**src/rtl/essrc_pkg.sv**
```systemverilog
// ----------------------------------------------------------------------------
// essrc_pkg
// Shared types, byte codes and helpers for the scroll-band escape filter.
// ----------------------------------------------------------------------------
package essrc_pkg;

  // Parser mode, kept between beats.
  typedef enum logic [2:0] {
    MODE_GROUND,
    MODE_ESC,
    MODE_CSI,
    MODE_STR,
    MODE_STR_ESC
  } mode_e;

  // Output sequencer.
  typedef enum logic [1:0] {
    S_IDLE,
    S_TAIL,
    S_FLUSH,
    S_CLAMP
  } state_e;

  // Configuration register indexes.
  localparam logic CFG_BAND_TOP    = 1'b0;
  localparam logic CFG_BAND_BOTTOM = 1'b1;

  // Byte codes.
  localparam logic [7:0] BYTE_ESC    = 8'h1B;
  localparam logic [7:0] BYTE_BEL    = 8'h07;
  localparam logic [7:0] BYTE_LBRACK = 8'h5B;
  localparam logic [7:0] BYTE_BSLASH = 8'h5C;
  localparam logic [7:0] BYTE_LOW_R  = 8'h72;
  localparam logic [7:0] BYTE_SEVEN  = 8'h37;
  localparam logic [7:0] BYTE_EIGHT  = 8'h38;
  localparam logic [7:0] BYTE_SEMI   = 8'h3B;
  localparam logic [7:0] BYTE_OSC    = 8'h5D;
  localparam logic [7:0] BYTE_DCS    = 8'h50;
  localparam logic [7:0] BYTE_SOS    = 8'h58;
  localparam logic [7:0] BYTE_PM     = 8'h5E;
  localparam logic [7:0] BYTE_APC    = 8'h5F;
  localparam logic [7:0] PARAM_LO    = 8'h20;
  localparam logic [7:0] PARAM_HI    = 8'h3F;
  localparam logic [2:0] PARAM_BASE  = 3'b001;
  localparam logic [3:0] DIGIT_BASE  = 4'h3;

  // Slots of the clamp sequence: ESC 7 ESC [ tttt ; bbbb r ESC 8
  localparam logic [3:0] CLAMP_ESC0   = 4'd0;
  localparam logic [3:0] CLAMP_SEVEN  = 4'd1;
  localparam logic [3:0] CLAMP_ESC1   = 4'd2;
  localparam logic [3:0] CLAMP_LBRACK = 4'd3;
  localparam logic [3:0] CLAMP_TOP3   = 4'd4;
  localparam logic [3:0] CLAMP_TOP2   = 4'd5;
  localparam logic [3:0] CLAMP_TOP1   = 4'd6;
  localparam logic [3:0] CLAMP_TOP0   = 4'd7;
  localparam logic [3:0] CLAMP_SEMI   = 4'd8;
  localparam logic [3:0] CLAMP_BOT3   = 4'd9;
  localparam logic [3:0] CLAMP_BOT2   = 4'd10;
  localparam logic [3:0] CLAMP_BOT1   = 4'd11;
  localparam logic [3:0] CLAMP_BOT0   = 4'd12;
  localparam logic [3:0] CLAMP_R      = 4'd13;
  localparam logic [3:0] CLAMP_ESC2   = 4'd14;
  localparam logic [3:0] CLAMP_EIGHT  = 4'd15;

  localparam logic [15:0] BCD_TOP_RST    = 16'h0002;
  localparam logic [15:0] BCD_BOTTOM_RST = 16'h0023;

  // Shift-and-add-3 conversion of a 10-bit value into four BCD digits.
  function automatic logic [15:0] bin_to_bcd(input logic [9:0] v);
    logic [25:0] sh;
    sh = {16'h0000, v};
    for (int i = 0; i < 10; i++) begin
      for (int d = 0; d < 4; d++) begin
        if (sh[10 + 4*d +: 4] > 4'd4) begin
          sh[10 + 4*d +: 4] = sh[10 + 4*d +: 4] + 4'd3;
        end
      end
      sh = sh << 1;
    end
    return sh[25:10];
  endfunction

  // Number of printed digits, leading zeros dropped, at least one.
  function automatic logic [2:0] bcd_digits(input logic [15:0] bcd);
    if (bcd[15:12] != 4'h0) begin
      return 3'd4;
    end else if (bcd[11:8] != 4'h0) begin
      return 3'd3;
    end else if (bcd[7:4] != 4'h0) begin
      return 3'd2;
    end
    return 3'd1;
  endfunction

endpackage

```
**src/rtl/escape_stream_scroll_region_clamp.sv**
```systemverilog
// ----------------------------------------------------------------------------
// escape_stream_scroll_region_clamp
// Terminal byte filter that rewrites scroll-region CSIs to a fixed band.
// ----------------------------------------------------------------------------
// Usage:
//   Input channel (in_valid_i/in_ready_o) carries one byte of the child's
//   output per beat, or an end-of-stream beat that flushes held bytes.
//   Output channel (out_valid_o/out_ready_i) carries one filtered byte per
//   beat; last_of_run_o marks the final byte caused by an input beat, and
//   seq_overflow_o flags bytes of a CSI that outgrew the parameter store.
//   An input beat may cause no output at all (held ESC or CSI bytes).
// Sequencing:
//   A plain byte is registered and appears in the cycle after acceptance.
//   Escape pairs, clamp rewrites and verbatim CSI flushes are run out by
//   the sequencer, which walks the parameter memory one entry per cycle
//   while the output is not stalled (one read port, registered read).
//   Input is held off while a run is emitted.
// Reset:
//   Parser returns to ground, band registers load 2 and 23. The parameter
//   memory is not cleared; only entries written by the current CSI are read.
// Stall:
//   The output register holds its byte while out_ready_i is low; the
//   sequencer and input side wait with it.
// ----------------------------------------------------------------------------
module escape_stream_scroll_region_clamp
  import essrc_pkg::*;
#(
  parameter int MAX_CSI_LEN = 32
) (
  input  logic       clk_i,
  input  logic       rst_ni,
  input  logic       cfg_we_i,
  input  logic       cfg_index_i,
  input  logic [9:0] cfg_data_i,
  input  logic       in_valid_i,
  output logic       in_ready_o,
  input  logic [7:0] in_byte_i,
  input  logic       end_of_stream_i,
  output logic       out_valid_o,
  input  logic       out_ready_i,
  output logic [7:0] out_byte_o,
  output logic       last_of_run_o,
  output logic       seq_overflow_o
);

  localparam int AW = $clog2(MAX_CSI_LEN);
  localparam int CW = $clog2(MAX_CSI_LEN + 1);
  localparam int PW = $clog2(MAX_CSI_LEN + 3);

  // Band registers, kept in BCD so the rewrite needs no conversion.
  logic [15:0] top_bcd_q, bot_bcd_q;
  logic [2:0]  top_n, bot_n;

  // Parser state.
  mode_e       mode_q, mode_d;
  logic [CW-1:0] count_q, count_d;
  logic        ovf_q, ovf_d;

  // Sequencer state.
  state_e      state_q, state_d;
  logic [PW-1:0] pos_q, pos_d;
  logic [3:0]  step_q, step_d;
  logic [7:0]  tail_q, tail_d;
  logic        flag_q, flag_d;
  logic        has_tail_q, has_tail_d;

  // Output register.
  logic        out_valid_q, out_valid_d;
  logic [7:0]  out_byte_q, out_byte_d;
  logic        out_last_q, out_last_d;
  logic        out_ovf_q, out_ovf_d;

  // Parameter memory.
  logic [4:0]  param_mem [MAX_CSI_LEN];
  logic [4:0]  rdata_q;
  logic        mem_we;
  logic [AW-1:0] mem_waddr, mem_raddr;
  logic [4:0]  mem_wdata;

  logic          out_free, in_fire, esc_follow, is_param, is_str_intro;
  logic          emit;
  logic [7:0]    e_byte;
  logic          e_last, e_flag;
  logic [PW-1:0] rd_idx, rd_idx_next, last_pos;
  logic [1:0]    dig_idx;

  assign top_n = bcd_digits(top_bcd_q);
  assign bot_n = bcd_digits(bot_bcd_q);

  assign out_free   = !out_valid_q || out_ready_i;
  assign in_ready_o = (state_q == S_IDLE) && out_free;
  assign in_fire    = in_valid_i && in_ready_o;

  assign is_param     = (in_byte_i >= PARAM_LO) && (in_byte_i <= PARAM_HI);
  assign is_str_intro = (in_byte_i == BYTE_OSC) || (in_byte_i == BYTE_DCS) ||
                        (in_byte_i == BYTE_SOS) || (in_byte_i == BYTE_PM) ||
                        (in_byte_i == BYTE_APC);

  assign rd_idx   = pos_q - PW'(2);
  assign last_pos = PW'(count_q) + PW'(1) + PW'(has_tail_q);

  // Configuration writes.
  always_ff @(posedge clk_i or negedge rst_ni) begin
    if (!rst_ni) begin
      top_bcd_q <= BCD_TOP_RST;
      bot_bcd_q <= BCD_BOTTOM_RST;
    end else if (cfg_we_i) begin
      case (cfg_index_i)
        CFG_BAND_TOP:    top_bcd_q <= bin_to_bcd(cfg_data_i);
        CFG_BAND_BOTTOM: bot_bcd_q <= bin_to_bcd(cfg_data_i);
        default: ;
      endcase
    end
  end

  // Next state, emit selection and memory control.
  always_comb begin
    state_d     = state_q;
    mode_d      = mode_q;
    count_d     = count_q;
    ovf_d       = ovf_q;
    pos_d       = pos_q;
    step_d      = step_q;
    tail_d      = tail_q;
    flag_d      = flag_q;
    has_tail_d  = has_tail_q;
    mem_we      = 1'b0;
    mem_waddr   = count_q[AW-1:0];
    mem_wdata   = in_byte_i[4:0];
    emit        = 1'b0;
    e_byte      = BYTE_ESC;
    e_last      = 1'b0;
    e_flag      = 1'b0;
    esc_follow  = 1'b0;
    dig_idx     = 2'd0;

    case (state_q)
      S_IDLE: begin
        if (in_fire && end_of_stream_i) begin
          // Flush what is held, then back to ground.
          mode_d = MODE_GROUND;
          ovf_d  = 1'b0;
          if (mode_q == MODE_ESC || mode_q == MODE_STR_ESC) begin
            emit   = 1'b1;
            e_last = 1'b1;
          end else if (mode_q == MODE_CSI && !ovf_q) begin
            emit       = 1'b1;
            state_d    = S_FLUSH;
            pos_d      = PW'(1);
            flag_d     = 1'b0;
            has_tail_d = 1'b0;
          end
        end else if (in_fire) begin
          case (mode_q)
            MODE_GROUND: begin
              if (in_byte_i == BYTE_ESC) begin
                mode_d = MODE_ESC;
              end else begin
                emit   = 1'b1;
                e_byte = in_byte_i;
                e_last = 1'b1;
              end
            end
            MODE_ESC: esc_follow = 1'b1;
            MODE_CSI: begin
              if (is_param && ovf_q) begin
                emit   = 1'b1;
                e_byte = in_byte_i;
                e_last = 1'b1;
                e_flag = 1'b1;
              end else if (is_param && (count_q < CW'(MAX_CSI_LEN))) begin
                mem_we  = 1'b1;
                count_d = count_q + CW'(1);
              end else if (is_param) begin
                // Store full: flush verbatim, flagged, and pass the rest.
                emit       = 1'b1;
                e_flag     = 1'b1;
                state_d    = S_FLUSH;
                pos_d      = PW'(1);
                flag_d     = 1'b1;
                has_tail_d = 1'b1;
                tail_d     = in_byte_i;
                ovf_d      = 1'b1;
              end else begin
                mode_d = MODE_GROUND;
                ovf_d  = 1'b0;
                if (ovf_q) begin
                  emit   = 1'b1;
                  e_byte = in_byte_i;
                  e_last = 1'b1;
                  e_flag = 1'b1;
                end else if (in_byte_i == BYTE_LOW_R) begin
                  emit    = 1'b1;
                  state_d = S_CLAMP;
                  step_d  = CLAMP_SEVEN;
                end else begin
                  emit       = 1'b1;
                  state_d    = S_FLUSH;
                  pos_d      = PW'(1);
                  flag_d     = 1'b0;
                  has_tail_d = 1'b1;
                  tail_d     = in_byte_i;
                end
              end
            end
            MODE_STR: begin
              if (in_byte_i == BYTE_ESC) begin
                mode_d = MODE_STR_ESC;
              end else begin
                emit   = 1'b1;
                e_byte = in_byte_i;
                e_last = 1'b1;
                if (in_byte_i == BYTE_BEL) begin
                  mode_d = MODE_GROUND;
                end
              end
            end
            MODE_STR_ESC: begin
              if (in_byte_i == BYTE_BSLASH) begin
                emit    = 1'b1;
                state_d = S_TAIL;
                tail_d  = in_byte_i;
                flag_d  = 1'b0;
                mode_d  = MODE_GROUND;
              end else begin
                // Unterminated string: the ESC opens a new escape.
                esc_follow = 1'b1;
              end
            end
            default: begin
              mode_d  = MODE_GROUND;
              count_d = '0;
              ovf_d   = 1'b0;
            end
          endcase

          if (esc_follow) begin
            if (in_byte_i == BYTE_LBRACK) begin
              mode_d  = MODE_CSI;
              count_d = '0;
              ovf_d   = 1'b0;
            end else begin
              emit    = 1'b1;
              state_d = S_TAIL;
              tail_d  = in_byte_i;
              flag_d  = 1'b0;
              mode_d  = is_str_intro ? MODE_STR : MODE_GROUND;
            end
          end
        end
      end

      S_TAIL: begin
        if (out_free) begin
          emit    = 1'b1;
          e_byte  = tail_q;
          e_last  = 1'b1;
          e_flag  = flag_q;
          state_d = S_IDLE;
        end
      end

      S_FLUSH: begin
        if (out_free) begin
          emit   = 1'b1;
          e_flag = flag_q;
          e_last = (pos_q == last_pos);
          if (pos_q == PW'(1)) begin
            e_byte = BYTE_LBRACK;
          end else if (rd_idx < PW'(count_q)) begin
            e_byte = {PARAM_BASE, rdata_q};
          end else begin
            e_byte = tail_q;
          end
          pos_d = pos_q + PW'(1);
          if (e_last) begin
            state_d = S_IDLE;
          end
        end
      end

      S_CLAMP: begin
        if (out_free) begin
          emit   = 1'b1;
          step_d = step_q + 4'd1;
          case (step_q)
            CLAMP_ESC0, CLAMP_ESC1, CLAMP_ESC2: e_byte = BYTE_ESC;
            CLAMP_SEVEN: e_byte = BYTE_SEVEN;
            CLAMP_LBRACK: begin
              e_byte = BYTE_LBRACK;
              // Skip the leading zeros of the top row.
              step_d = CLAMP_SEMI - {1'b0, top_n};
            end
            CLAMP_TOP3, CLAMP_TOP2, CLAMP_TOP1, CLAMP_TOP0: begin
              dig_idx = ~step_q[1:0];
              e_byte  = {DIGIT_BASE, top_bcd_q[4*dig_idx +: 4]};
            end
            CLAMP_SEMI: begin
              e_byte = BYTE_SEMI;
              step_d = CLAMP_R - {1'b0, bot_n};
            end
            CLAMP_BOT3, CLAMP_BOT2, CLAMP_BOT1, CLAMP_BOT0: begin
              dig_idx = 2'(CLAMP_BOT0 - step_q);
              e_byte  = {DIGIT_BASE, bot_bcd_q[4*dig_idx +: 4]};
            end
            CLAMP_R: e_byte = BYTE_LOW_R;
            CLAMP_EIGHT: begin
              e_byte  = BYTE_EIGHT;
              e_last  = 1'b1;
              state_d = S_IDLE;
            end
            default: e_byte = BYTE_ESC;
          endcase
        end
      end

      default: state_d = S_IDLE;
    endcase
  end

  // Read address tracks the flush position of the next cycle.
  assign rd_idx_next = pos_d - PW'(2);
  assign mem_raddr   = (pos_d >= PW'(2) && rd_idx_next < PW'(MAX_CSI_LEN)) ?
                       rd_idx_next[AW-1:0] : '0;

  // Output register: load on emit, drop once taken.
  always_comb begin
    out_valid_d = out_valid_q;
    out_byte_d  = out_byte_q;
    out_last_d  = out_last_q;
    out_ovf_d   = out_ovf_q;
    if (emit) begin
      out_valid_d = 1'b1;
      out_byte_d  = e_byte;
      out_last_d  = e_last;
      out_ovf_d   = e_flag;
    end else if (out_ready_i) begin
      out_valid_d = 1'b0;
    end
  end

  // Parameter store: one write port, one registered read port.
  always_ff @(posedge clk_i) begin
    if (mem_we) begin
      param_mem[mem_waddr] <= mem_wdata;
    end
    rdata_q <= param_mem[mem_raddr];
  end

  always_ff @(posedge clk_i or negedge rst_ni) begin
    if (!rst_ni) begin
      state_q     <= S_IDLE;
      mode_q      <= MODE_GROUND;
      count_q     <= '0;
      ovf_q       <= 1'b0;
      pos_q       <= '0;
      step_q      <= CLAMP_ESC0;
      has_tail_q  <= 1'b0;
      out_valid_q <= 1'b0;
    end else begin
      state_q     <= state_d;
      mode_q      <= mode_d;
      count_q     <= count_d;
      ovf_q       <= ovf_d;
      pos_q       <= pos_d;
      step_q      <= step_d;
      has_tail_q  <= has_tail_d;
      out_valid_q <= out_valid_d;
    end
  end

  always_ff @(posedge clk_i) begin
    tail_q     <= tail_d;
    flag_q     <= flag_d;
    out_byte_q <= out_byte_d;
    out_last_q <= out_last_d;
    out_ovf_q  <= out_ovf_d;
  end

  assign out_valid_o    = out_valid_q;
  assign out_byte_o     = out_byte_q;
  assign last_of_run_o  = out_last_q;
  assign seq_overflow_o = out_ovf_q;

  // The held parameter count never passes the store depth.
  a_count_bound: assert property (@(posedge clk_i) disable iff (!rst_ni)
    count_q <= CW'(MAX_CSI_LEN))
    else $error("parameter count beyond store depth");

  // A flush position stays between the bracket and the last byte.
  a_flush_pos: assert property (@(posedge clk_i) disable iff (!rst_ni)
    (state_q == S_FLUSH) |-> (pos_q >= PW'(1)) && (pos_q <= last_pos))
    else $error("flush position out of range");

  // An overflowed CSI keeps the parser in CSI mode.
  a_ovf_mode: assert property (@(posedge clk_i) disable iff (!rst_ni)
    ovf_q |-> (mode_q == MODE_CSI))
    else $error("overflow flag outside CSI");

  // A byte that is not the end of its run leaves the sequencer busy.
  a_run_busy: assert property (@(posedge clk_i) disable iff (!rst_ni)
    (out_valid_q && !out_last_q) |-> (state_q != S_IDLE))
    else $error("run cut short");

  // Accepting a byte that starts a rewrite puts the band's first ESC out.
  a_clamp_start: assert property (@(posedge clk_i) disable iff (!rst_ni)
    (state_q == S_IDLE && state_d == S_CLAMP) |=>
      (out_valid_q && out_byte_q == BYTE_ESC && !out_ovf_q))
    else $error("clamp rewrite did not open with ESC");

endmodule

```
**config.mk**
```make
export PLATFORM = sky130hd
export DESIGN_NAME = escape_stream_scroll_region_clamp
export DESIGN_NICKNAME = d
export VERILOG_FILES = /design/src/rtl/essrc_pkg.sv /design/src/rtl/escape_stream_scroll_region_clamp.sv
export SDC_FILE = /design/constraint.sdc
export NUM_CORES = 1
export LEC_CHECK = 0
export ABC_CLOCK_PERIOD_IN_PS = 8300
export BUFFER_PORTS_ARGS = -buffer_cell sky130_fd_sc_hd__buf_2
export CAP_MARGIN = 20
export CORE_MARGIN = 10
export CORE_UTILIZATION = 35
export CTS_BUF_LIST = sky130_fd_sc_hd__clkbuf_4 sky130_fd_sc_hd__clkbuf_8
export DETAILED_ROUTE_END_ITERATION = 10
export PLACE_DENSITY_LB_ADDON = 0.1
export SETUP_SLACK_MARGIN = 0.4
export SYNTH_ARGS = -nofsm -noshare
export SYNTH_HDL_FRONTEND = slang
export SYNTH_SLANG_ARGS = --single-unit
```
**constraint.sdc**
```tcl
create_clock -name clk_i -period 8.3 [get_ports clk_i]
set_input_delay 0.83 -clock clk_i [delete_from_list [all_inputs] [get_ports clk_i]]
set_output_delay 0.83 -clock clk_i [all_outputs]
set_load 0.01 [all_outputs]
```
==> flow_summary_export.csv <==
group,metric,value,unit
synth,yosysTopAreaCellShare,0.403,
cells_and_area,antennaDiodeCount,0,
power_and_ir_drop,vdd_drop_max,0.225,mV
die,start_util,0.354,
global_route,grt.overflow.total,0,
cells_and_area,syn2layout_area_growth,12.2,%
critical_path,required,8.78,ns
die,coreArea,0.0377,sq mm
timing,hold_viol,0,
clock_tree,cts_tree,"yes",
critical_path,arrival,7.68,ns
synth,syn_area,0.0133,sq mm
synth,synth_compound_area_frac,0.171,
synth,post-synth-top-count-cell,"edfxtp_1",
synth,synth-async-reset-ratio,0.214,
die,io_pins,37,
placement,dp_hpwl,25.5,mm
min_path,hold_class,"primary input to async pin",
critical_path,cp_slowest_cell,"or4_4",
clock_tree,clock_latency,0.56,ns
critical_path,cpMostUsedCell,"ha_1",
synth,synth_edf_count,179,
die,rows,71,
route,first_iter_violations,657,
synth,synth_top_family_by_area,"compound AO/OA/AOI/OAI gates",
route,num_vias,10100,
synth,syn_nets,1316,
die,fp.dieH,215,um
global_route,grt_max_degree,51,
power_and_ir_drop,p_leak,5.40,nW
synth,ys.flop_type,"edfxtp_1",
clock_tree,cts_sinks,234,
power_and_ir_drop,power_density,337,mW/mm^2
placement,numPortBuffers,36,
critical_path,end_kind,"register",
synth,ys_types,87,
placement,dp_slack,0.142,ns
route,viasPerCell,5.50,
cells_and_area,multi_input_area,0.00623,sq mm
cells_and_area,drive_gt1_frac,0.143,
route,drc,0,
global_route,grt_pass1_wl,59.5,mm
die,dieArea,0.0463,sq mm
timing,fmax,139,MHz
global_route,antenna_found_initial,2,
synth,muxShareOfSynthArea,0.0770,
route,dr.pass1.iters,5,
cells_and_area,final_cell_area,0.0150,sq mm
global_route,grt_usage,0.160,
timing,min_period,7.21,ns
route,wl,37.4,mm
clock_tree,path_clk_slew,0.06,ns
critical_path,cp_max_fo,10,
synth,synthAdderAreaFrac,0.0460,
synth,yosysWarningCount,0,
global_route,first_global_vias,10300,
timing,tightest_slew,1.05,ns
critical_path,critical_path_class,"primary input to register",
timing,setup_viol,0,
clock_tree,cts_root_buf,"clkbuf_8",
synth,yosysSeqAreaShare,0.505,
clock_tree,numCtsBuffers,43,
clock_tree,holdBufCountCts,0,
synth,synth-simple-area-share,0.156,
timing,rsz0062_at_grt,"false",
cells_and_area,nNetsFinal,1361,
synth,postSynthCellCount,1242,
timing,fin_skew,0.0150,ns
clock_tree,cts_max_level,2,
synth,netlist_top_cells_count,"edfxtp_1, nor2_1, nand2_1",
route,drtAntennaViolNets,0,
timing,tns,0,ns
placement,globalplace.congestion,0.844,
route,drt-wirelength-per-cell,20.5,um
run,drv_cap,0,
critical_path,start_kind,"primary input",
timing,final-max-slew-violation-count,0,
synth,ys_ff_latch,234,
synth,yosysTopAreaCell,"edfxtp_1",
placement,place_area,0.0141,sq mm
cells_and_area,regArea,0.00673,sq mm
synth,synth_area_leaders,"edfxtp_1, dfrtp_1, ha_1",
timing,relSlewSlack,0.298,
timing,fin_hold_ws,0.401,ns
timing,fin_ws,1.09,ns
die,die_width,215,um
timing,finalCritPeriodShare,0.868,
synth,syn_area_per_cell,10.7,sq um
cells_and_area,fillers,3804,
critical_path,critPathMaxStageDelay,0.56,ns
run_status,status,"finished, final reports clean",
clock_tree,clockBufferDepth,3,
cells_and_area,final_util,0.397,
synth,synth_xor_area_frac,0.0136,
==> power by group <==
part / leakage, nW / total [mW] / internal (mW) / switching, mW
logic: 2.65 / 2.37 / 0.935 / 1.44
registers: 2.30 / 1.54 / 1.41 / 0.134
clock network: 0.454 / 1.12 / 0.631 / 0.492
total: 5.40 / 5.04 / 2.97 / 2.06
==> cells in the final DEF, fill, tap and decap left out, types with 11 or more instances in the layout <==
cell type,count
ha_1,46
a21oi_1,63
nor2_1,126
nand2_1,106
mux4_2,20
a211oi_1,17
nand3_1,42
dfrtp_1,46
edfxtp_1,179
nor2b_1,16
clkbuf_8,45
a31oi_1,21
nor3_1,23
buf_4,20
o21ai_0,81
inv_1,48
buf_2,36
mux2i_1,43
or3_1,15
mux2_2,13
clkbuf_4,15
a221o_1,12
and2_1,11
nor4_1,14
o31ai_1,11
nand2b_1,17
==> per-stage QoR <==
step                power (mW)  instances
global route              5.40       1828
finish                    5.04       1828
global placement          3.94       1751
detailed placement        3.93       1751
CTS                       5.08       1826
floorplan                 3.24       1242
==> worst max-delay path, delay by kind of cell <==
kind                       cells  cell delay [ns]
AOI/OAI and AO/OA              9             1.63
xor gates and xnor gates       2             0.41
adders and majority gates      8             2.02
buffers and inverters          5             0.46
and+or+nand+nor                8             2.31
==> cell type report <==
| cell class | count | area share |
|---|---|---|
| multi-input cells | 904 | 0.416 |
| well taps | 511 | 0.0427 |
| flip-flops and latches | 234 | 0.450 |
| repair buffers | 56 | 0.0221 |
| inverters | 48 | 0.0120 |
| clock inverters | 15 | 0.00836 |
| clock buffers | 60 | 0.0489 |
==> path summary, 6_finish.rpt <==
kind / startpoint / to / slack (ns) / depth (start not counted)
min reg2reg: bot_bcd_q[0] / bot_bcd_q[0] / 0.48 / 2
min in group clk_i: bot_bcd_q[0] / bot_bcd_q[0] / 0.48 / 2
max reg2reg: mode_q[2] / rdata_q[1] / 2.65 / 16
min: rst_ni / pos_q[5] / 0.40 / 2
max in group asynchronous: rst_ni / top_bcd_q[10] / 7.40 / 2
max: cfg_data_i[7] / top_bcd_q[4] / 1.09 / 32
==> per-layer routing <==
| metal | part of all wire | global-route usage |
|---|---|---|
| met5 | 0 | 0 |
| met4 | 0.022 | 0.0467 |
| met3 | 0.038 | 0.0254 |
| met2 | 0.45 | 0.251 |
| met1 | 0.48 | 0.222 |
==> kinds of logic (layout without fill, tap and decap cells) <==
group           after synthesis  count (layout)
compound gates              332             332
xor+xnor                     19              19
fa+ha+maj                    49              49
buf+inv                     104             179
flops                       234             234
mux                          76              76
simple gates                428             428
==> registers in the layout, indices dropped and copies added (netlist names), 2 cells and up <==
name        cells
param_mem     160
bot_bcd_q      13
top_bcd_q      13
out_byte_o      8
tail_q          8
count_q         6
pos_q           6
rdata_q         5
step_q          4
mode_q          3
state_q         2
==> what timing repair did <==
action,CTS,global route
endpoints found under the hold margin,0,0
gates resized for setup,0,7
buffers inserted,0,2
setup endpoints to repair,0,16
Power figures use the tool's default switching activity.
